File: src/hdl/heat_stencil_step_defines.svh
// Assertion macros for the heat stencil block.
// Used by the top level only; expects clk_i and rst_ni in scope.
`ifndef HEAT_STENCIL_STEP_DEFINES_SVH
`define HEAT_STENCIL_STEP_DEFINES_SVH

`ifndef NO_ASSERTIONS

// Condition must hold at every clock edge out of reset.
`define HSS_ASSERT(label, cond) \
  label: assert property (@(posedge clk_i) disable iff (!rst_ni) (cond)) \
    else $error("heat_stencil_step: invariant violated");

// Consequent must hold in the same cycle as the antecedent.
`define HSS_ASSERT_IMPL(label, pre, post) \
  label: assert property (@(posedge clk_i) disable iff (!rst_ni) (pre) |-> (post)) \
    else $error("heat_stencil_step: implication violated");

// Consequent must hold in the cycle after the antecedent.
`define HSS_ASSERT_NEXT(label, pre, post) \
  label: assert property (@(posedge clk_i) disable iff (!rst_ni) (pre) |=> (post)) \
    else $error("heat_stencil_step: next-cycle implication violated");

`else

`define HSS_ASSERT(label, cond)
`define HSS_ASSERT_IMPL(label, pre, post)
`define HSS_ASSERT_NEXT(label, pre, post)

`endif

`endif

File: src/hdl/hss_pkg.sv
// Shared constants, codes and types of the heat stencil block.
// No dependencies; every file but the assertion macro header imports this package.
`timescale 1ns / 1ps

package hss_pkg;

  localparam int unsigned DataBits    = 16;
  localparam int unsigned MaxWidth    = 1024;
  localparam int unsigned HeightLimit = 1024;
  localparam int unsigned MinDim      = 3;
  localparam int unsigned DimBits     = 11;
  localparam int unsigned PosBits     = $clog2(MaxWidth);
  localparam int unsigned SDimBits    = DimBits + 2;
  localparam int unsigned CoeffBits   = 16;
  localparam int unsigned CoeffFrac   = 16;
  localparam int unsigned LapBits     = DataBits + 3;
  localparam int unsigned ProdBits    = LapBits + CoeffBits + 1;
  localparam int unsigned DeltaBits   = ProdBits - CoeffFrac;
  localparam int unsigned SumBits     = DeltaBits + 1;

  localparam int unsigned CfgIdxBits  = 2;
  localparam int unsigned CfgDataBits = 16;

  localparam int unsigned QDepth      = 4;
  localparam int unsigned QPtrBits    = $clog2(QDepth);
  localparam int unsigned QCntBits    = $clog2(QDepth + 1);
  localparam int unsigned QUseBits    = QCntBits + 1;

  localparam logic [DimBits-1:0]   WidthReset  = 11'd64;
  localparam logic [DimBits-1:0]   HeightReset = 11'd64;
  localparam logic [CoeffBits-1:0] CoeffReset  = 16'd16384;

  typedef enum logic [CfgIdxBits-1:0] {
    CFG_GRID_WIDTH  = 2'd0,
    CFG_GRID_HEIGHT = 2'd1,
    CFG_STEP_COEFF  = 2'd2
  } cfg_reg_e;

  typedef enum logic {
    REQ_SAMPLE = 1'b0,
    REQ_DRAIN  = 1'b1
  } req_e;

  typedef logic signed [DataBits-1:0] cell_t;

  // One classified word on its way from the front end to the compute back end.
  typedef struct packed {
    logic  is_sample;
    logic  emit;
    logic  full;
    logic  on_edge;
    logic  is_last;
    cell_t temp;
    cell_t mid;
    cell_t upper;
  } q_item_t;

endpackage

File: src/hdl/hss_queue.sv
// Short FIFO of classified words between the front end and the back end.
// Depends on hss_pkg for q_item_t and the queue depth.
`timescale 1ns / 1ps

module hss_queue (
  input  logic                          clk_i,
  input  logic                          rst_ni,
  input  logic                          push_i,
  input  hss_pkg::q_item_t              item_i,
  input  logic                          pop_i,
  output logic                          valid_o,
  output hss_pkg::q_item_t              item_o,
  output logic [hss_pkg::QCntBits-1:0]  count_o
);
  import hss_pkg::*;

  q_item_t               slot_q [QDepth];
  logic [QPtrBits-1:0]   wr_ptr_q, rd_ptr_q;
  logic [QCntBits-1:0]   count_q, count_d;

  always_comb begin
    count_d = count_q;
    if (push_i && !pop_i) begin
      count_d = count_q + QCntBits'(1);
    end else if (pop_i && !push_i) begin
      count_d = count_q - QCntBits'(1);
    end
  end

  always_ff @(posedge clk_i or negedge rst_ni) begin
    if (!rst_ni) begin
      wr_ptr_q <= '0;
      rd_ptr_q <= '0;
      count_q  <= '0;
    end else begin
      if (push_i) begin
        wr_ptr_q <= wr_ptr_q + QPtrBits'(1);
      end
      if (pop_i) begin
        rd_ptr_q <= rd_ptr_q + QPtrBits'(1);
      end
      count_q <= count_d;
    end
  end

  always_ff @(posedge clk_i) begin
    if (push_i) begin
      slot_q[wr_ptr_q] <= item_i;
    end
  end

  assign valid_o = (count_q != '0);
  assign item_o  = slot_q[rd_ptr_q];
  assign count_o = count_q;

endmodule

File: config.mk
export PLATFORM = sky130hd
export DESIGN_NAME = hss_queue
export DESIGN_NICKNAME = d
export VERILOG_FILES = /design/src/hdl/heat_stencil_step_defines.svh /design/src/hdl/hss_pkg.sv /design/src/hdl/hss_queue.sv
export SDC_FILE = /design/constraint.sdc
export NUM_CORES = 1
export LEC_CHECK = 0
export BUFFER_PORTS_ARGS = -buffer_cell sky130_fd_sc_hd__buf_2
export CAP_MARGIN = 20
export CORE_MARGIN = 1.5
export CORE_UTILIZATION = 56
export DETAILED_ROUTE_END_ITERATION = 10
export GPL_ROUTABILITY_DRIVEN = 1
export GPL_TIMING_DRIVEN = 0
export PLACE_DENSITY_LB_ADDON = 0.25
export RECOVER_POWER = 50
export SKIP_LAST_GASP = 1
export SLEW_MARGIN = 10
export SYNTH_ARGS = -nofsm -noshare
export SYNTH_HDL_FRONTEND = slang
export SYNTH_SLANG_ARGS = --single-unit
File: constraint.sdc
create_clock -name clk_i -period 3.2 [get_ports clk_i]
set_input_delay 0.48 -clock clk_i [delete_from_list [all_inputs] [get_ports clk_i]]
set_output_delay 0.48 -clock clk_i [all_outputs]
set_load 0.1 [all_outputs]
Yosys cells after proc, flatten, opt, wreduce, memory -nomap -nowiden
Memories as Yosys holds them, arrays and structs flattened.
Index checks and enable logic that the tools add are counted.
{"block": "word_totals", "register_bits": 7, "mem_bits_rw": 212, "input_bits": 57, "out_inout_bits": 57, "elab_cells": 18, "mem_count": 1}
{"block": "op_classes", "n_addsub": 4, "mux": 4, "reduce_logical": 6}
{"memory": "slot_q", "words": 4, "width": 53, "read_ports": 1, "rd_clocked_by_memory_dff": 0, "wr": 1, "line": "hss_queue.sv:17", "rtl": "q_item_t slot_q [QDepth];"}
{"operator": "3-bit two-way mux", "count": 2}
{"operator": "2-bit by 1-bit adder with 2-bit output, second input constant", "count": 2}
{"operator": "3-bit by 1-bit adder with 3-bit output, second input constant", "count": 1}
{"operator": "3-bit nonzero test", "count": 1}
{"operator": "3-bit by 1-bit subtractor with 3-bit output, second input constant", "count": 1}
{"operator": "1-bit logical AND", "count": 2}
{"operator": "1-bit zero test", "count": 2}
{"operator": "1-bit two-way mux", "count": 2}
{"operator": "2-bit nonzero test", "count": 1}

Longest topological paths before layout
{"block": "logic_depth", "ltp_word": 4, "mapped_depth": 7, "ltp_nobuf": 7}

Least setup slack after synthesis
OpenSTA, ideal clock, no wires.
{"block": "synth_path", "path_type": "flip-flop to flip-flop", "start": "register wr_ptr_q[0]", "end": "memory slot_q[2][0] (netlist name) (enable)", "setup_ns": 0.416, "t_arrival_ns": 1.880, "required_time_ns": 2.784, "slack_ns": 0.904, "path_stages_with_launch": 4, "n_path_buf": 0, "synth_period_minus_slack_ns": 2.296, "cell_sequence": "dfrtp_1 inv_1 ha_1 and2_1"}
{"item": "from (decl)", "line": "hss_queue.sv:18", "rtl": "logic [QPtrBits-1:0] wr_ptr_q, rd_ptr_q;"}
{"item": "from (signal assigned)", "line": "hss_queue.sv:37", "rtl": "wr_ptr_q <= wr_ptr_q + QPtrBits'(1);"}
{"item": "to (decl)", "line": "hss_queue.sv:17"}
No word-level cell before the write port.

==> impl_metrics.py <==
metrics = {
    "outcome": {
        "status": "complete, no violations",
    },
    "setup_path": {
        "crit_chain": "buf_2 > clkbuf_1 > mux4_2 > buf_2",
        "cpPeakStageDelay_ns": 0.52,
        "r2r_slack_ns": 1.00,
        "cp_top_family": "buffers and inverters",
        "setup.worst_path.class": "flip-flop to primary output",
        "critPathMaxFanout": 10,
        "end_kind": "primary output",
        "crit_path_top_delay_cell": "clkbuf_1",
        "cp.arrival_ns": 2.30,
        "worstSetupPathDepth": 4,
        "worst_ep_required_time_ns": 2.72,
        "cp_num_buf_inv": 3,
        "critPathMostFrequentCell": "buf_2",
        "start_kind": "flip-flop",
        "r2r_cells": 4,
        "r2r_start": "wr_ptr_q[0]",
        "r2r-end": "slot_q[2][13]",
    },
    "clocking": {
        "cts.sinks": 219,
        "clk_path_buf_depth": 3,
        "postCtsSetupRepairBufs": 0,
        "ctsHoldBuffers": 1,
        "path_clk_slew_ns": 0.06,
        "numCtsBuffers": 22,
        "root_buffer": "clkbuf_16",
        "cts_resized": 0,
        "cts_tree": "built",
        "insertion_delay_ns": 0.48,
        "htreeDepth": 1,
    },
    "placement": {
        "dp.cells": 607,
        "dp_hpwl_mm": 7.87,
        "io_buffers": 113,
        "pre_cts_ws_ns": 1.15,
        "gp_congestion": 0.720,
    },
    "floorplanning": {
        "design.die.area_um2": 15200,
        "fp.coreArea_um2": 14000,
        "die_w_um": 123,
        "start_util_pct": 57.9,
        "die_h_um": 123,
        "row_count": 43,
        "ios": 114,
    },
    "global_routing": {
        "grt_max_degree": 48,
        "track_usage_pct": 17.6,
        "grt_antenna_before_repair": 0,
        "grt_pass1_wl_mm": 19.8,
        "gr-total-overflow": 0,
        "grt_pass1_vias": 3705,
    },
    "sta": {
        "fin_crit_ns": 2.78,
        "drv_slew": 0,
        "skew_ns": 0.00462,
        "setup_viol": 0,
        "relSlewSlack_pct": 26.6,
        "grt_setup_unrepaired": "no",
        "finalCritPeriodShare_pct": 87.0,
        "hold_viol": 0,
        "layout_setup_ws_ns": 0.415,
        "tightest_slew_ns": 1.10,
        "max_freq_ghz": 0.359,
    },
    "drt": {
        "finalWirelength_mm": 13.0,
        "vias_per_cell": 5.48,
        "post_drt_wl_per_cell_um": 20.2,
        "drc": 0,
        "first_pass_iters": 4,
        "dr_total_vias": 3532,
        "drt-initial-drc-count": 205,
        "drt.antenna.violating_nets": 0,
    },
    "worst_hold_path": {
        "worstHoldEndpoint": "rd_ptr_q[0]",
        "hold_depth": 2,
        "hp-class": "input port to flip-flop",
        "hp-start": "pop_i",
    },
    "logic_synthesis": {
        "synth_cell_type_count": 18,
        "synth_seq_cells": 219,
        "avgSynthCellArea_um2": 26.1,
        "synth_warnings": 0,
        "syn-num-nets": 373,
        "yosysSeqAreaShare_pct": 80.7,
        "syn_area_um2": 8100,
        "netlist_instances": 310,
    },
    "job": {
        "drv_cap": 0,
    },
    "layout": {
        "n_antenna_cell": 0,
        "final_cell_mix": "edfxtp_1 (212), buf_2 (63), clkbuf_1 (61)",
        "multi_input_area_um2": 1410,
        "drive_above_1_share_pct": 32.7,
        "fin_util_pct": 69.2,
        "num-nets-final": 515,
        "final_common_cell": "edfxtp_1",
        "seq_area_um2": 6540,
        "area_growth_pct": 19.5,
        "fillers": 900,
        "fin_cells": 645,
    },
}
state kept, by name, indices dropped and copies added, names as in the netlist:
signal	count
rd_ptr_q	2
slot_q	212
count_o	3
wr_ptr_q	2
logic make-up after synthesis:
kind of cell	after synthesis	synth area share, %
AO/OA/AOI/OAI	1	0.0617
XOR/XNOR	6	0.648
adder cells (fa/ha/maj)	6	1.02
buffers and inverters	16	1.93
flip-flops	219	80.7
multiplexers	54	15.1
AND/OR/NAND/NOR	8	0.525
area by class of cell:
cell class | instances | area share, %
Buffer | 12 | 1.45
Clock buffer | 28 | 6.14
Clock inverter | 9 | 1.51
Inverter | 4 | 0.155
Multi-Input combinational cell | 75 | 14.5
Sequential cell | 219 | 67.5
Tap cell | 180 | 2.33
Timing Repair Buffer | 118 | 6.37
worst max-delay path by stage:
stage / start / slack [ns] / endpoint
3_3_place_gp: push_i / -0.14 / slot_q[2][20]
2_1_floorplan: wr_ptr_q[0] / 0.90 / slot_q[2][0]
3_5_place_dp: rd_ptr_q[0] / 1.15 / item_o[5]
5_1_grt: rd_ptr_q[1] / 0.30 / item_o[39]
4_1_cts: rd_ptr_q[0] / 0.63 / item_o[5]
6_report: rd_ptr_q[1] / 0.42 / item_o[37]
synth_stat cells:
library cell / count / area [um^2]
buf_6: 1 / 11.3
xnor2_1: 2 / 17.5
fa_1: 1 / 20.0
mux4_2: 48 / 1080
o21ai_0: 1 / 5.00
and2_1: 4 / 25.0
edfxtp_1: 212 / 6370
xor2_1: 4 / 35.0
ha_1: 5 / 62.6
mux4_1: 5 / 131
or3_1: 1 / 6.26
inv_1: 4 / 15.0
buf_2: 6 / 30.0
nor2_1: 1 / 3.75
buf_12: 5 / 100
dfrtp_1: 7 / 175
nand2_1: 2 / 7.51
mux2_2: 1 / 11.3
through the flow:
stage	cell area [um^2]	hold slack [ns]	setup TNS (ns)
floorplan	8100	0.184	0
global placement	8890	0.316	-25.83
detailed placement	9010	0.320	0
CTS	9770	0.190	0
global route	9690	0.212	0
finish	9690	0.220	0
metal layers:
metal | part of all wire (%) | up-vias | wire length (um) | GRT usage (%)
li1 | - | 1612 | - | -
met1 | 42 | 1797 | 5450 | 23.7
met2 | 51 | 103 | 6590 | 29.9
met3 | 6.0 | 20 | 785 | 4.11
met4 | 1.6 | 0 | 215 | 3.95
met5 | 0 | - | 0 | 0
worst reg2reg max path, stage by stage, from the launching register on:
cell     delay (ns)
dfrtp_1        0.43
inv_1          0.11
ha_1           0.14
and2_0         0.85
buf_16         0.34
Power is not shown: default switching activity piles up to over one toggle a cycle in this logic, so the estimate is an artifact.
