File: src/hdl/heat_stencil_step_defines.svh
// Assertion macros for the heat stencil block.
// Used by the top level only; expects clk_i and rst_ni in scope.
`ifndef HEAT_STENCIL_STEP_DEFINES_SVH
`define HEAT_STENCIL_STEP_DEFINES_SVH

`ifndef NO_ASSERTIONS

// Condition must hold at every clock edge out of reset.
`define HSS_ASSERT(label, cond) \
  label: assert property (@(posedge clk_i) disable iff (!rst_ni) (cond)) \
    else $error("heat_stencil_step: invariant violated");

// Consequent must hold in the same cycle as the antecedent.
`define HSS_ASSERT_IMPL(label, pre, post) \
  label: assert property (@(posedge clk_i) disable iff (!rst_ni) (pre) |-> (post)) \
    else $error("heat_stencil_step: implication violated");

// Consequent must hold in the cycle after the antecedent.
`define HSS_ASSERT_NEXT(label, pre, post) \
  label: assert property (@(posedge clk_i) disable iff (!rst_ni) (pre) |=> (post)) \
    else $error("heat_stencil_step: next-cycle implication violated");

`else

`define HSS_ASSERT(label, cond)
`define HSS_ASSERT_IMPL(label, pre, post)
`define HSS_ASSERT_NEXT(label, pre, post)

`endif

`endif

File: src/hdl/hss_pkg.sv
// Shared constants, codes and types of the heat stencil block.
// No dependencies; every file but the assertion macro header imports this package.
`timescale 1ns / 1ps

package hss_pkg;

  localparam int unsigned DataBits    = 16;
  localparam int unsigned MaxWidth    = 1024;
  localparam int unsigned HeightLimit = 1024;
  localparam int unsigned MinDim      = 3;
  localparam int unsigned DimBits     = 11;
  localparam int unsigned PosBits     = $clog2(MaxWidth);
  localparam int unsigned SDimBits    = DimBits + 2;
  localparam int unsigned CoeffBits   = 16;
  localparam int unsigned CoeffFrac   = 16;
  localparam int unsigned LapBits     = DataBits + 3;
  localparam int unsigned ProdBits    = LapBits + CoeffBits + 1;
  localparam int unsigned DeltaBits   = ProdBits - CoeffFrac;
  localparam int unsigned SumBits     = DeltaBits + 1;

  localparam int unsigned CfgIdxBits  = 2;
  localparam int unsigned CfgDataBits = 16;

  localparam int unsigned QDepth      = 4;
  localparam int unsigned QPtrBits    = $clog2(QDepth);
  localparam int unsigned QCntBits    = $clog2(QDepth + 1);
  localparam int unsigned QUseBits    = QCntBits + 1;

  localparam logic [DimBits-1:0]   WidthReset  = 11'd64;
  localparam logic [DimBits-1:0]   HeightReset = 11'd64;
  localparam logic [CoeffBits-1:0] CoeffReset  = 16'd16384;

  typedef enum logic [CfgIdxBits-1:0] {
    CFG_GRID_WIDTH  = 2'd0,
    CFG_GRID_HEIGHT = 2'd1,
    CFG_STEP_COEFF  = 2'd2
  } cfg_reg_e;

  typedef enum logic {
    REQ_SAMPLE = 1'b0,
    REQ_DRAIN  = 1'b1
  } req_e;

  typedef logic signed [DataBits-1:0] cell_t;

  // One classified word on its way from the front end to the compute back end.
  typedef struct packed {
    logic  is_sample;
    logic  emit;
    logic  full;
    logic  on_edge;
    logic  is_last;
    cell_t temp;
    cell_t mid;
    cell_t upper;
  } q_item_t;

endpackage

File: src/hdl/hss_out_if.sv
// Result word channel of the heat stencil block.
// Depends on hss_pkg for the cell width.
`timescale 1ns / 1ps

interface hss_out_if;
  import hss_pkg::*;

  logic                       valid;
  logic                       ready;
  logic signed [DataBits-1:0] temp_out;
  logic                       on_frame_edge;
  logic                       last_of_frame;

  modport source (output valid, temp_out, on_frame_edge, last_of_frame, input ready);
  modport sink   (input valid, temp_out, on_frame_edge, last_of_frame, output ready);
endinterface

File: src/hdl/hss_back.sv
// Back end: holds the stencil window, computes the Euler update and drives
// the registered result channel. Uses hss_pkg and hss_out_if.
`timescale 1ns / 1ps

module hss_back (
  input  logic                          clk_i,
  input  logic                          rst_ni,
  input  logic                          q_valid_i,
  input  hss_pkg::q_item_t              q_item_i,
  output logic                          q_pop_o,
  input  logic [hss_pkg::CoeffBits-1:0] step_coeff_i,
  hss_out_if.source                     out_o
);
  import hss_pkg::*;

  // Window: three rows of the newest column plus the middle of the one before.
  cell_t win_top_q, win_mid_q, win_bot_q, prev_mid_q;

  logic adv, pop;
  logic signed [LapBits-1:0]   lap;
  logic signed [CoeffBits:0]   coeff_s;
  logic signed [DeltaBits-1:0] delta;
  logic signed [SumBits-1:0]   sum;
  cell_t                       sat;

  logic                        b1_valid_q, b1_bypass_q, b1_edge_q, b1_last_q;
  logic signed [LapBits-1:0]   b1_lap_q;
  cell_t                       b1_center_q, b1_raw_q;

  logic                        b2_valid_q, b2_bypass_q, b2_edge_q, b2_last_q;
  logic signed [ProdBits-1:0]  b2_prod_q;
  cell_t                       b2_center_q, b2_raw_q;

  logic                        out_valid_q, out_edge_q, out_last_q;
  cell_t                       out_temp_q;

  assign adv     = !out_valid_q || out_o.ready;
  assign pop     = adv && q_valid_i;
  assign q_pop_o = pop;

  always_comb begin
    lap = LapBits'(win_top_q) + LapBits'(win_bot_q) + LapBits'(prev_mid_q) +
          LapBits'(q_item_i.mid) - (LapBits'(win_mid_q) <<< 2);
    coeff_s = $signed({1'b0, step_coeff_i});
    // Arithmetic right shift floors the product with the Q0.16 coefficient to a whole LSB.
    delta = b2_prod_q[ProdBits-1:CoeffFrac];
    sum   = SumBits'(b2_center_q) + SumBits'(delta);
    if (sum[SumBits-1] && !(&sum[SumBits-2:DataBits-1])) begin
      sat = {1'b1, {(DataBits-1){1'b0}}};
    end else if (!sum[SumBits-1] && (|sum[SumBits-2:DataBits-1])) begin
      sat = {1'b0, {(DataBits-1){1'b1}}};
    end else begin
      sat = sum[DataBits-1:0];
    end
  end

  always_ff @(posedge clk_i or negedge rst_ni) begin
    if (!rst_ni) begin
      win_top_q   <= '0;
      win_mid_q   <= '0;
      win_bot_q   <= '0;
      prev_mid_q  <= '0;
      b1_valid_q  <= 1'b0;
      b2_valid_q  <= 1'b0;
      out_valid_q <= 1'b0;
    end else begin
      if (pop && q_item_i.is_sample) begin
        prev_mid_q <= win_mid_q;
        win_top_q  <= q_item_i.upper;
        win_mid_q  <= q_item_i.mid;
        win_bot_q  <= q_item_i.temp;
      end
      if (adv) begin
        b1_valid_q  <= pop && q_item_i.emit;
        b2_valid_q  <= b1_valid_q;
        out_valid_q <= b2_valid_q;
      end
    end
  end

  always_ff @(posedge clk_i) begin
    if (adv) begin
      b1_lap_q    <= lap;
      b1_center_q <= win_mid_q;
      b1_raw_q    <= q_item_i.full ? win_mid_q : q_item_i.mid;
      b1_bypass_q <= !q_item_i.full || q_item_i.on_edge;
      b1_edge_q   <= q_item_i.on_edge;
      b1_last_q   <= q_item_i.is_last;

      b2_prod_q   <= b1_lap_q * coeff_s;
      b2_center_q <= b1_center_q;
      b2_raw_q    <= b1_raw_q;
      b2_bypass_q <= b1_bypass_q;
      b2_edge_q   <= b1_edge_q;
      b2_last_q   <= b1_last_q;

      out_temp_q  <= b2_bypass_q ? b2_raw_q : sat;
      out_edge_q  <= b2_edge_q;
      out_last_q  <= b2_last_q;
    end
  end

  assign out_o.valid         = out_valid_q;
  assign out_o.temp_out      = out_temp_q;
  assign out_o.on_frame_edge = out_edge_q;
  assign out_o.last_of_frame = out_last_q;

endmodule

File: src/flat_wrapper.sv
// flat-port wrapper written by rule: the top's interface ports become plain ports
module hss_back_flat import hss_pkg::*;
  (clk_i, rst_ni, q_valid_i, q_item_i, q_pop_o, step_coeff_i, out_o_valid, out_o_temp_out, out_o_on_frame_edge, out_o_last_of_frame, out_o_ready);
  hss_out_if out_o_i ();
  input  logic clk_i;
  input  logic rst_ni;
  input  logic q_valid_i;
  input  hss_pkg::q_item_t q_item_i;
  output logic q_pop_o;
  input  logic [hss_pkg::CoeffBits-1:0] step_coeff_i;
  output wire logic [$bits(out_o_i.valid)-1:0] out_o_valid;
  output wire logic [$bits(out_o_i.temp_out)-1:0] out_o_temp_out;
  output wire logic [$bits(out_o_i.on_frame_edge)-1:0] out_o_on_frame_edge;
  output wire logic [$bits(out_o_i.last_of_frame)-1:0] out_o_last_of_frame;
  input wire logic [$bits(out_o_i.ready)-1:0] out_o_ready;
  assign out_o_valid = out_o_i.valid;
  assign out_o_temp_out = out_o_i.temp_out;
  assign out_o_on_frame_edge = out_o_i.on_frame_edge;
  assign out_o_last_of_frame = out_o_i.last_of_frame;
  assign out_o_i.ready = out_o_ready;
  hss_back u_core (.clk_i(clk_i), .rst_ni(rst_ni), .q_valid_i(q_valid_i), .q_item_i(q_item_i), .q_pop_o(q_pop_o), .step_coeff_i(step_coeff_i), .out_o(out_o_i));
endmodule
File: config.mk
export PLATFORM = sky130hd
export DESIGN_NAME = hss_back_flat
export DESIGN_NICKNAME = d
export VERILOG_FILES = /design/src/hdl/heat_stencil_step_defines.svh /design/src/hdl/hss_pkg.sv /design/src/hdl/hss_out_if.sv /design/src/hdl/hss_back.sv /design/src/flat_wrapper.sv
export SDC_FILE = /design/constraint.sdc
export NUM_CORES = 1
export LEC_CHECK = 0
export BUFFER_PORTS_ARGS = -buffer_cell sky130_fd_sc_hd__buf_2
export CAP_MARGIN = 5
export CORE_ASPECT_RATIO = 1.2
export CORE_MARGIN = 4
export CORE_UTILIZATION = 54
export CTS_CLUSTER_SIZE = 25
export DETAILED_ROUTE_END_ITERATION = 6
export PLACE_DENSITY = 0.76
export SKIP_LAST_GASP = 1
export SYNTH_ARGS = -nofsm -noshare
export SYNTH_HDL_FRONTEND = slang
export SYNTH_SLANG_ARGS = --single-unit
File: constraint.sdc
create_clock -name clk_i -period 14 [get_ports clk_i]
set_input_delay 1.4 -clock clk_i [delete_from_list [all_inputs] [get_ports clk_i]]
set_output_delay 1.4 -clock clk_i [all_outputs]
set_load 0.02 [all_outputs]
# Yosys cells after proc, flatten, opt, wreduce, memory -nomap -nowiden
# Index checks and enable logic that the tools add are counted.
[word_totals]
reg_bits = 210
out_inout_bits = 20
elab_cells = 45
in_bits = 73
[classes]
n_mux = 4
mul = 1
n_reduce_logical = 13
addsub = 5
[op_table]
columns = ["operator", "count"]
rows = [
  ["$mux W16", 4],
  ["$mul A19 B17 Y36", 1],
  ["$add A16 B20 Y21", 1],
  ["$add A19 B16 Y19", 1],
  ["$sub A19 B18 Y19", 1],
  ["$add A17 B16 Y18", 1],
  ["$add A16 B16 Y17", 1],
  ["$logic_and A1 B1 Y1", 5],
  ["$reduce_and A5 Y1", 1],
  ["$reduce_or A5 Y1", 1],
  ["$logic_not A1 Y1", 4],
  ["$logic_or A1 B1 Y1", 2],
]

# Depth between registers and ports, before layout
# Gate-level depths: netlist (run 1).
[depth]
depth_word = 6
mapped_depth = 25
depth_no_buf = 24

# Worst setup path after synthesis (run 1)
# No wires, ideal clock.
[synth_timing]
path_kind = "input -> register"
startpoint = "input port step_coeff_i[2] (netlist bit)"
endpoint = "register u_core.b2_prod_q[28] (data pin)"
path_buffers = 2
t_required_ps = 13737
setup_time_ps = 263
arrival_time_ps = 6832
path_slack_ps = 6905
stages = 22
cell_sequence = "clkbuf_1 > clkbuf_1 > nand2_1 > fa_1 > fa_1 > fa_1 > inv_1 > fa_1 > fa_1 > inv_1 > fa_1 > inv_1 > ha_1 > a21o_1 > a21oi_1 > or2_2 > nand3_1 > o21a_1 > o41ai_1 > nor2b_1 > nor2_1 > o21ai_0"
[synth_via]
elab_chain_cells = 1
[synth_lines]
columns = ["item", "line", "rtl"]
rows = [
  ["from (decl)", "flat_wrapper.sv:10", "input logic [hss_pkg::CoeffBits-1:0] step_coeff_i;"],
  ["$mul A19 B17 Y36", "hss_back.sv:90", "b2_prod_q <= b1_lap_q * coeff_s;"],
  ["to (signal assigned)", "hss_back.sv:90", ""],
  ["to (decl)", "hss_back.sv:31", "logic signed [ProdBits-1:0] b2_prod_q;"],
]
# Every way passes these cells.
# A chain may end at the register's enable or synchronous reset.

# Worst setup path in the final report (run 1)
[layout_timing]
startpoint = "input port step_coeff_i[9] (netlist bit)"
endpoint = "register u_core.b2_prod_q[28] (data pin)"
# The elaborated chain is that of the path after synthesis.

==> results.cfg, run 1 <==
[placement]
hpwlAfterDp_um = 35910
placed_cells_incl_taps = 2503
place_ws_ps = 6532
place.port_buffers = 92
gp_routability_congestion = 0.8805

[route]
route.vias.total = 13960
detail_route.wirelength_um = 45020
post_drt_wl_per_cell_um = 17.76
viasPerCell = 5.507
drtAntennaViolNets = 0
first_pass_iters = 5
number_of_drc_violations_after_detailed_routing = 0
drt-initial-drc-count = 926

[sta]
timing.final.crit_share_pct = 50.45
final-max-slew-violation-count = 0
timing.setup.tns_ps = 0
max_clock_freq_ghz = 0.1416
unrepaired_setup_endpoints_after_global_routing = false
worst_slew_pin_slew_ps = 1046
clock_skew_ps = 15.13
finalSetupViolCount = 0
layout_setup_ws_ps = 6936
layout_min_cycle_time_ps = 7064
hold_violations = 0
max-slew-margin-rel_pct = 30.28

[synthesis]
synth_largest_area_cell = sky130_fd_sc_hd__fa_1
async_reset_ff_share_pct = 34.54
synth_common_cells = 420 x sky130_fd_sc_hd__inv_1, 339 x sky130_fd_sc_hd__fa_1, 233 x sky130_fd_sc_hd__nand2_1
synthDistinctLibCells = 64
synthMostInstantiatedCell = sky130_fd_sc_hd__inv_1
syn-instance-count = 1986
yosys.area.top_type_share_pct = 32.50
synth_enable_flop_cells = 127
synthMuxAreaShare_pct = 3.391
synth_simple_gate_area_share_pct = 11.79
ys.flop_type = sky130_fd_sc_hd__edfxtp_1
largest_family_of_logic_cells_by_synthesized_area = adder cells
synth_top_cells_by_area = sky130_fd_sc_hd__fa_1 33%, sky130_fd_sc_hd__edfxtp_1 18%, sky130_fd_sc_hd__ha_1 8.6%, sky130_fd_sc_hd__dfrtp_1 8.0%, sky130_fd_sc_hd__inv_1 7.5%
synth-compound-area-share_pct = 6.022
average_footprint_of_a_synthesized_cell_um2 = 10.51
netlist_area_mm2 = 0.02088
synthesis.yosys.warnings = 0
synth.net_count = 2542
synth_xor_xnor_area_share_pct = 2.684
yosys_register_bits = 194
synth.yosys.seq_area_share_pct = 26.29
synth-adder-area-share_pct = 41.13

[hold_path]
min_to = u_core.b2_raw_q[15]
hold_path_class = reg -> reg
hold_depth = 0
worstHoldStart = u_core.b1_raw_q[15]

[worst_setup_path]
first_element_of_the_critical_path = step_coeff_i[9]
r2r.worst_path.cells = 19
setup.reg_to_reg.worst_slack_ps = 7290
path_max_fanout = 19
launching_element_type_of_the_critical_path = input pin
criticalPathCategory = in -> reg
worst-endpoint-arrival_ps = 7220
r2r_start = u_core.b1_lap_q[7]
wp_data_required_ps = 14160
setup.worst_path.end_class = register
worst_r2r_endpoint = u_core.b2_prod_q[28]

[global_route]
total_routing_resource_utilization_after_global_routing_pct = 22.86
antenna_found_initial = 0
grt_start_max_net_pins = 88
grt_overflow_total = 0
via_count_of_the_first_global_routing_pass = 15480
grt_pass1_wl_um = 76810

[floorplan]
initial_utilization_pct = 55.00
floorplan.core_area_mm2 = 0.03796
die_area_mm2 = 0.04189
die_h_um = 223.4
floorplan.rows = 78
i_o_pin_count = 93
die_width_um = 187.5

[finish]
antenna_cells = 0
fin_nets = 2598
finalNonFillerCells = 2535
n_fill_cell = 3032
multiInputGateArea_mm2 = 0.01359
drive_gt1_share_pct = 10.07
area.sequential_mm2 = 0.005490
layout_area_overhead_pct = 6.855

[flow_run]
drv_cap = 0

[clocking]
numClockSinks = 194
root_buffer = sky130_fd_sc_hd__clkbuf_16
cts_tree = done
clock_pin_slew_reported_for_the_worst_setup_and_hold_paths_after_clock_tree_synthesis_ps = 70
clock_tree.htree_level_count = 4
hold_fix_buffers_at_cts = 0
insertion_delay_ps = 430
cts_made_buffers = 17
cts.repair_timing.setup_buffer_count = 0
post_cts_resize_count = 0
cts-root-to-sink-buffers = 2

[run_status]
run_status = complete, no violations
-- placed cells by master, fill, tap and decap left out, types with 3 or more instances in the layout --
cell type                   count
sky130_fd_sc_hd__clkinv_1       3
sky130_fd_sc_hd__nand3_1       20
sky130_fd_sc_hd__a21oi_1       44
sky130_fd_sc_hd__o21bai_1       7
sky130_fd_sc_hd__a21o_1        16
sky130_fd_sc_hd__a221oi_1       7
sky130_fd_sc_hd__buf_2         92
sky130_fd_sc_hd__edfxtp_1     127
sky130_fd_sc_hd__a211o_1        4
sky130_fd_sc_hd__a211oi_1      11
sky130_fd_sc_hd__or2_2          6
sky130_fd_sc_hd__inv_6          4
sky130_fd_sc_hd__dfrtp_1       67
sky130_fd_sc_hd__xnor2_1       45
sky130_fd_sc_hd__a2111o_1       3
sky130_fd_sc_hd__a21boi_0       3
sky130_fd_sc_hd__nand2_1      232
sky130_fd_sc_hd__o41ai_1        3
sky130_fd_sc_hd__nor2_1        52
sky130_fd_sc_hd__nand2b_1       9
sky130_fd_sc_hd__clkbuf_16     17
sky130_fd_sc_hd__xor2_1        19
sky130_fd_sc_hd__nand3b_1       3
sky130_fd_sc_hd__or3_1          4
sky130_fd_sc_hd__o31ai_1        3
sky130_fd_sc_hd__o21ai_0       50
sky130_fd_sc_hd__and2_1       121
sky130_fd_sc_hd__nor3_1        37
sky130_fd_sc_hd__ha_1         144
sky130_fd_sc_hd__o21a_1        10
sky130_fd_sc_hd__a31oi_1        3
sky130_fd_sc_hd__buf_4          5
sky130_fd_sc_hd__and3_1         9
sky130_fd_sc_hd__fa_1         339
sky130_fd_sc_hd__inv_1        420
sky130_fd_sc_hd__clkinv_4       4
sky130_fd_sc_hd__nor2b_1       11
sky130_fd_sc_hd__mux2_2        62
-- cell families after synthesis --
logic type      after synthesis
compound gates              186
mux                          63
buf+inv                     481
fa+ha+maj                   483
simple gates                515
xor+xnor                     64
flops                       194
-- through the flow --
step	hold WS [ps]	cell area, um2	utilization (%)
6_report	416.5	22310	58.77
5_1_grt	428.3	22310	58.77
4_1_cts	420.3	22310	58.77
3_5_place_dp	404.5	21760	57.31
3_3_place_gp	400.8	21760	57.31
2_1_floorplan	400.3	20880	-
-- worst max-delay path, stage by stage --
cell	delay (ps)
sky130_fd_sc_hd__buf_2	360
sky130_fd_sc_hd__nand2_1	160
sky130_fd_sc_hd__fa_1	570
sky130_fd_sc_hd__inv_1	60
sky130_fd_sc_hd__fa_1	480
sky130_fd_sc_hd__fa_1	590
sky130_fd_sc_hd__fa_1	500
sky130_fd_sc_hd__fa_1	510
sky130_fd_sc_hd__inv_1	50
sky130_fd_sc_hd__fa_1	480
sky130_fd_sc_hd__inv_1	40
sky130_fd_sc_hd__ha_1	320
sky130_fd_sc_hd__a21o_1	190
sky130_fd_sc_hd__o21ai_0	310
sky130_fd_sc_hd__nand3_1	150
sky130_fd_sc_hd__o21a_1	240
sky130_fd_sc_hd__o41ai_1	410
sky130_fd_sc_hd__nor2b_1	100
sky130_fd_sc_hd__nor2_1	170
sky130_fd_sc_hd__o21ai_0	120
-- registers in the layout (all words and copies together), names as in the netlist, 16 cells and up --
name	cells
u_core.b2_raw_q	16
u_core.win_bot_q	16
u_core.prev_mid_q	16
u_core.win_mid_q	16
u_core.out_o.temp_out	16
u_core.b1_center_q	16
u_core.b2_prod_q	20
u_core.b1_raw_q	16
u_core.win_top_q	16
u_core.b1_lap_q	19
u_core.b2_center_q	16
-- worst max-delay path by stage --
| stage | slack, ps | cells after the start | to |
|---|---|---|---|
| after CTS | 6970 | 20 | u_core.b2_prod_q[28] |
| after detailed placement | 6530 | 20 | u_core.b2_prod_q[28] |
| final | 6940 | 20 | u_core.b2_prod_q[28] |
| after floorplan | 6900 | 22 | u_core.b2_prod_q[28] |
| after global routing | 6570 | 22 | u_core.b2_prod_q[28] |
| after global placement | 6650 | 22 | u_core.b2_prod_q[28] |
-- routing by layer --
metal | vias up | wire [um] | global-route usage (%)
li1 | 6334 | - | -
met2 | 422 | 23460 | 40.62
met4 | 0 | 2886 | 12.60
met3 | 147 | 2105 | 2.786
met5 | - | 0 | 0
met1 | 7056 | 16570 | 27.09
-- cell type report --
class / instances / share of cell area [%]
Tap cell: 480 / 2.692
Multi-Input combinational cell: 1311 / 60.89
Sequential cell: 194 / 24.61
Clock inverter: 14 / 0.5720
Timing Repair Buffer: 97 / 2.232
Inverter: 421 / 7.082
Clock buffer: 18 / 1.923
Power of run 1 is left out: the tool's default activity adds up to more than one toggle a clock period on the data nets, which glitch-free logic cannot reach.
==> inputs of run 2 (changes only) <==
ABC_AREA = 1   (was not set)
PLACE_DENSITY = 0.79   (was 0.76)
clock period = 5.89 ns   (was 14 ns; I/O delays follow)
==> run 2 against run 1 <==
  * Synthesized cell count rose by 23%
  * Non-clock buffer count rose by 104
  * Final cell count up 23%
  * Critical path type is now reg -> reg
  * Worst hold slack got worse by 89 ps
  * Largest cell class unchanged
  * Register-to-register slack worse by 7100 ps
  * Critical path depth is 1 lower
  * Sequential share of layout area is 2.1 points lower
  * Via count rose by 16%
  * Wire length is 11% higher
  * Setup slack lost 6800 ps
==> results.cfg, run 2 <==
[clocking]
clock_tree.htree_level_count = 4
clock_pin_slew_reported_for_the_worst_setup_and_hold_paths_after_clock_tree_synthesis_ps = 80
cts-root-to-sink-buffers = 2
cts_made_buffers = 17
cts_tree = done
numClockSinks = 194
insertion_delay_ps = 440
root_buffer = sky130_fd_sc_hd__clkbuf_16
hold_fix_buffers_at_cts = 0

[global_route]
via_count_of_the_first_global_routing_pass = 17380
use_met2_pct = 42.18
grt_start_max_net_pins = 76
groute.layer.met1.usage_pct = 31.13
grt_pass1_wl_um = 84700
antenna_found_initial = 0
total_routing_resource_utilization_after_global_routing_pct = 24.12
grtUsageMet3_pct = 2.903
top_usage_layer = met2
grt_overflow_total = 0

[sta]
clock_skew_ps = 13.04
final-max-slew-violation-count = 0
timing.setup.tns_ps = 0
max_clock_freq_ghz = 0.1749
unrepaired_setup_endpoints_after_global_routing = true
worst_slew_pin_slew_ps = 1065
timing.final.crit_share_pct = 97.10
hold_violations = 0
layout_min_cycle_time_ps = 5719
hold_slack_ps = 327.1
max-slew-margin-rel_pct = 28.78
finalSetupViolCount = 0

[synthesis]
yosys.area.top_type_share_pct = 31.06
average_footprint_of_a_synthesized_cell_um2 = 8.944
async_reset_ff_share_pct = 34.54
synth_largest_area_cell = sky130_fd_sc_hd__fa_1
synthDistinctLibCells = 43
synth.net_count = 2999
synth_enable_flop_cells = 127
netlist_area_mm2 = 0.02185
synth.yosys.seq_area_share_pct = 25.13
ys.flop_type = sky130_fd_sc_hd__edfxtp_1
syn-instance-count = 2443
synthesis.yosys.warnings = 0
synthMostInstantiatedCell = sky130_fd_sc_hd__inv_1
yosys_register_bits = 194
synth_common_cells = 609 x sky130_fd_sc_hd__inv_1, 600 x sky130_fd_sc_hd__nand2_1, 339 x sky130_fd_sc_hd__fa_1
synth_top_cells_by_area = sky130_fd_sc_hd__fa_1 31%, sky130_fd_sc_hd__edfxtp_1 17%, sky130_fd_sc_hd__inv_1 10%, sky130_fd_sc_hd__nand2_1 10%, sky130_fd_sc_hd__ha_1 8.2%

[route]
viasPerCell = 5.178
first_pass_iters = 6
drtAntennaViolNets = 0
detail_route.wirelength_um = 50020
number_of_drc_violations_after_detailed_routing = 0
drt-initial-drc-count = 901
route.vias.total = 16180
post_drt_wl_per_cell_um = 16.01

[floorplan]
i_o_pin_count = 93
floorplan.rows = 80
die_area_mm2 = 0.04376
die_width_um = 191.6
initial_utilization_pct = 54.85
floorplan.core_area_mm2 = 0.03984
die_h_um = 228.4

[finish]
most_frequent_cells_in_the_layout = 607 x sky130_fd_sc_hd__inv_1, 595 x sky130_fd_sc_hd__nand2_1, 338 x sky130_fd_sc_hd__fa_1
layout_area_overhead_pct = 11.62
antenna_cells = 0
largest_reg_flops = 20
drive_gt1_share_pct = 12.00
layout.cells.most_common = sky130_fd_sc_hd__inv_1
fin_nets = 3134
biggestRegsByFlops = u_core.b2_prod_q: 20 flops, u_core.b1_lap_q: 19 flops
largest-register = u_core.b2_prod_q

[placement]
gp_routability_congestion = 0.9483
place.port_buffers = 92
hpwlAfterDp_um = 41750

[run_status]
run_status = complete, no violations

[worst_setup_path]
cp_cell_sequence = buf_12 -> nand2_1 -> fa_1 -> inv_1 -> fa_2 -> fa_1 -> fa_1 -> fa_1 -> inv_1 -> fa_1 -> inv_1 -> ha_1 -> a21oi_1 -> o21ai_0 -> nand2_1 -> nand3_1 -> a31oi_1 -> nand2_1 -> xor2_1
path_max_fanout = 16
worst-endpoint-arrival_ps = 5920
criticalPathCategory = reg -> reg
wp_data_required_ps = 6090
critPathSlowestCell = sky130_fd_sc_hd__fa_2
worst_path_most_repeated_cell = sky130_fd_sc_hd__fa_1
slowest_delay_ps = 740
setup.worst_path.end_class = register
launching_element_type_of_the_critical_path = register

[hold_path]
hold_path_class = in -> async

[flow_run]
drv_cap = 0
[run 2: cell types whose count changed after synthesis, moves of 20 or more]
| cell | change |
|---|---|
| sky130_fd_sc_hd__o21ai_0 | +42 |
| sky130_fd_sc_hd__xor2_1 | +26 |
| sky130_fd_sc_hd__nor3_1 | -29 |
| sky130_fd_sc_hd__inv_1 | +189 |
| sky130_fd_sc_hd__nor2_1 | +20 |
| sky130_fd_sc_hd__a21oi_1 | +46 |
| sky130_fd_sc_hd__mux2_2 | -29 |
| sky130_fd_sc_hd__nand2_1 | +367 |
| sky130_fd_sc_hd__and2_1 | -121 |
[run 2: final timing paths]
path                                     start              endpoint  slack, ps  cells past startpoint
setup / recovery           u_core.b1_lap_q[18]  u_core.b2_prod_q[32]        170                     19
setup reg to reg           u_core.b1_lap_q[18]  u_core.b2_prod_q[32]        170                     19
max in group asynchronous               rst_ni  u_core.win_mid_q[15]       5010                      2
hold reg to reg             u_core.b1_raw_q[3]    u_core.b2_raw_q[3]        420                      0
min in group clk_i                q_item_i[48]      u_core.b1_last_q        330                      1
hold / removal                          rst_ni   u_core.win_bot_q[4]        330                      2
[run 2: critical path: cells and delay by family (launching register included)]
family,cells,cell delay [ps]
flops,1,380
xor+xnor,1,140
fa+ha+maj,7,3630
compound gates,3,600
buf+inv,4,380
simple gates,4,330
[run 2: logic make-up after synthesis]
group | Yosys count | share of synthesized area (%)
AOI/OAI and AO/OA | 220 | 5.491
xor gates and xnor gates | 71 | 2.846
adders and majority gates | 483 | 39.30
buffers and inverters | 695 | 12.01
DFF | 194 | 25.13
muxes | 33 | 1.701
and+or+nand+nor | 747 | 13.52
[run 2: repair_timing]
item,in CTS,in global routing
setup endpoints to repair,1,16
gates resized for setup,1,31
pin swaps,0,6
buffers inserted,2,6
[run 2: stage by stage]
| stage | cells | instance area, um2 | worst slack [ps] | util [%] |
|---|---|---|---|---|
| floorplan | 2443 | 21860 | 1.518 | - |
| global route | 3124 | 24390 | -33.69 | 61.22 |
| CTS | 3118 | 24190 | 11.67 | 60.73 |
| finish | 3124 | 24390 | 171.1 | 61.22 |
| global placement | 3084 | 23560 | -65.64 | 59.14 |
| detailed placement | 3084 | 23560 | -110.7 | 59.14 |
[run 2: final cells by class]
cell class                      count  area [um2]
Fill cell                        3339       15450
Multi-Input combinational cell   1554       13870
Clock inverter                     15       191.4
Timing Repair Buffer              201        1453
Clock buffer                       17       425.4
Inverter                          610        2292
Sequential cell                   194        5490
Tap cell                          533       666.9
[run 2: layer usage]
metal	up-vias	part of all wire [%]	wire length [um]
met3	105	4.8	2378
met2	460	52	26200
li1	7599	-	-
met1	8013	39	19510
met5	-	0	0
met4	0	3.9	1933
Power of run 2 is left out for the same reason.
==> inputs of run 3 (changes only) <==
CORE_ASPECT_RATIO = not set   (was 1.2)
GPL_TIMING_DRIVEN = 0   (was not set)
==> run 3 against run 2 <==
  * Final area is essentially flat
  * Wire length grew 8.1%
  * Worst hold slack lost 79 ps
  * Via count grew 0.43%
  * Clock skew grew 3.7 ps
==> results.cfg, run 3 (same netlist as run 2, synthesis figures left out) <==
[run_status]
run_status = complete, no violations

[worst_setup_path]
criticalPathCategory = reg -> reg
launching_element_type_of_the_critical_path = register
crit_cells = 20
path_delay_family = adder cells
slowest_delay_ps = 560
worst-endpoint-arrival_ps = 5940
r2r.worst_path.cells = 20
setup.reg_to_reg.worst_slack_ps = 130
setup.worst_path.end_class = register
cp_cell_sequence = buf_4 -> buf_4 -> nand2_1 -> fa_1 -> inv_1 -> fa_1 -> fa_1 -> fa_1 -> fa_1 -> inv_1 -> fa_1 -> inv_1 -> ha_2 -> nand2_1 -> nor2_1 -> inv_1 -> o21ai_1 -> inv_1 -> o211ai_1 -> xor2_1
critPathSlowestCell = sky130_fd_sc_hd__fa_1
worst_path_most_repeated_cell = sky130_fd_sc_hd__fa_1
wp_data_required_ps = 6070
worst_r2r_endpoint = u_core.b2_prod_q[24]
worst_setup_path_endpoint = u_core.b2_prod_q[24]
path_max_fanout = 10
critical_path_buffer_and_inverter_count = 7
first_element_of_the_critical_path = u_core.b1_lap_q[8]
r2r_start = u_core.b1_lap_q[8]

[sta]
finalSetupViolCount = 0
worst_slew_pin_slew_ps = 862.3
hold_violations = 0
max-slew-margin-rel_pct = 42.51
final-max-slew-violation-count = 0
timing.final.crit_share_pct = 97.86
max_clock_freq_ghz = 0.1735
layout_min_cycle_time_ps = 5764
clock_skew_ps = 16.78
layout_setup_ws_ps = 126.2

[clocking]
cts_tree = done
numClockSinks = 194
hold_fix_buffers_at_cts = 0
clock_tree.htree_level_count = 4
cts-root-to-sink-buffers = 2
root_buffer = sky130_fd_sc_hd__clkbuf_16
insertion_delay_ps = 440
clock_pin_slew_reported_for_the_worst_setup_and_hold_paths_after_clock_tree_synthesis_ps = 80
cts_made_buffers = 17

[route]
number_of_drc_violations_after_detailed_routing = 0
post_drt_wl_per_cell_um = 17.44
drt-initial-drc-count = 1435
first_pass_iters = 5
drtAntennaViolNets = 0
route.vias.total = 16250
detail_route.wirelength_um = 54070
viasPerCell = 5.241

[floorplan]
die_area_mm2 = 0.04375
initial_utilization_pct = 54.74
die_width_um = 209.2
floorplan.rows = 73
i_o_pin_count = 93
die_h_um = 209.2
floorplan.core_area_mm2 = 0.03991

[finish]
layout.cells.most_common = sky130_fd_sc_hd__inv_1
biggestRegsByFlops = u_core.b2_prod_q: 20 flops, u_core.b1_lap_q: 19 flops
drive_gt1_share_pct = 12.78
largest-register = u_core.b2_prod_q
fin_nets = 3117
most_frequent_cells_in_the_layout = 603 x sky130_fd_sc_hd__inv_1, 587 x sky130_fd_sc_hd__nand2_1, 336 x sky130_fd_sc_hd__fa_1
largest_reg_flops = 20
layout_area_overhead_pct = 11.52
n_fill_cell = 3223

[global_route]
antenna_found_initial = 0
grt_start_max_net_pins = 85
via_count_of_the_first_global_routing_pass = 17200
total_routing_resource_utilization_after_global_routing_pct = 25.24
grt_overflow_total = 0
grt_pass1_wl_um = 88050

[hold_path]
hold_path_class = in -> async

[placement]
gp_routability_congestion = 0.9345
place.port_buffers = 76
hpwlAfterDp_um = 44120
place_ws_ps = -1038

[flow_run]
drv_cap = 0
[run 3: cell types whose count changed in the layout (fill, tap and decap cells not counted), sizes merged]
cell    delta
clkbuf    +48
diode      +1
buf       -65
clkinv     +3
inv        -3
[run 3: worst min path at each step]
stage / startpoint / to / slack [ps]
4_1_cts: rst_ni / u_core.win_mid_q[3] / 280
2_1_floorplan: rst_ni / u_core.b1_valid_q / 290
5_1_grt: rst_ni / u_core.win_mid_q[3] / 300
3_3_place_gp: u_core.b2_edge_q / u_core.out_o.on_frame_edge / 400
3_5_place_dp: u_core.b1_center_q[12] / u_core.b2_center_q[12] / 400
6_report: rst_ni / u_core.win_mid_q[3] / 250
[run 3: what timing repair did]
item	4_1_cts	5_1_grt
pin swaps	1	24
setup buffers	21	20
endpoints found under the setup margin	20	17
gates resized for setup	66	130
[run 3: stage by stage]
step                instance area (um2)  cells  hold slack, ps  TNS (ps)  utilization [%]
floorplan                         21860   2443           293.4         0                -
finish                            24370   3100           247.8         0            61.05
CTS                               23770   3080           281.4    -14.15            59.56
global route                      24360   3099           301.9    -138.6            61.04
detailed placement                22930   3045           404.5    -15540            57.44
global placement                  22890   3044           400.7    -14840            57.36
[run 3: metal layers]
metal,vias up,GRT usage (%),share of wire [%]
met2,550,41.38,48
met3,110,3.678,6.6
li1,7571,-,-
met1,8016,35.09,42
met5,-,0,0
met4,0,8.056,3.4
[run 3: worst register-to-register path, stage by stage (launching register included)]
cell and delay, ps:
sky130_fd_sc_hd__edfxtp_1 420, sky130_fd_sc_hd__buf_4 160, sky130_fd_sc_hd__buf_4 210, sky130_fd_sc_hd__nand2_1 110, sky130_fd_sc_hd__fa_1 520, sky130_fd_sc_hd__inv_1 60
sky130_fd_sc_hd__fa_1 560, sky130_fd_sc_hd__fa_1 460, sky130_fd_sc_hd__fa_1 530, sky130_fd_sc_hd__fa_1 510, sky130_fd_sc_hd__inv_1 50, sky130_fd_sc_hd__fa_1 480
sky130_fd_sc_hd__inv_1 40, sky130_fd_sc_hd__ha_2 390, sky130_fd_sc_hd__nand2_1 110, sky130_fd_sc_hd__nor2_1 100, sky130_fd_sc_hd__inv_1 90, sky130_fd_sc_hd__o21ai_1 360
sky130_fd_sc_hd__inv_1 80, sky130_fd_sc_hd__o211ai_1 170, sky130_fd_sc_hd__xor2_1 110
[run 3: cell type report]
cell class / count / area, um2 / area share, %
repair buffers: 118 / 779.5 / 3.199
clock inverters: 15 / 186.4 / 0.7651
clock buffers: 17 / 425.4 / 1.746
well taps: 525 / 656.9 / 2.696
multi-input cells: 1554 / 14130 / 57.99
diodes: 1 / 2.502 / 0.01027
inverters: 610 / 2292 / 9.407
plain buffers: 66 / 402.9 / 1.653
flip-flops and latches: 194 / 5490 / 22.53
Power of run 3 is left out for the same reason.
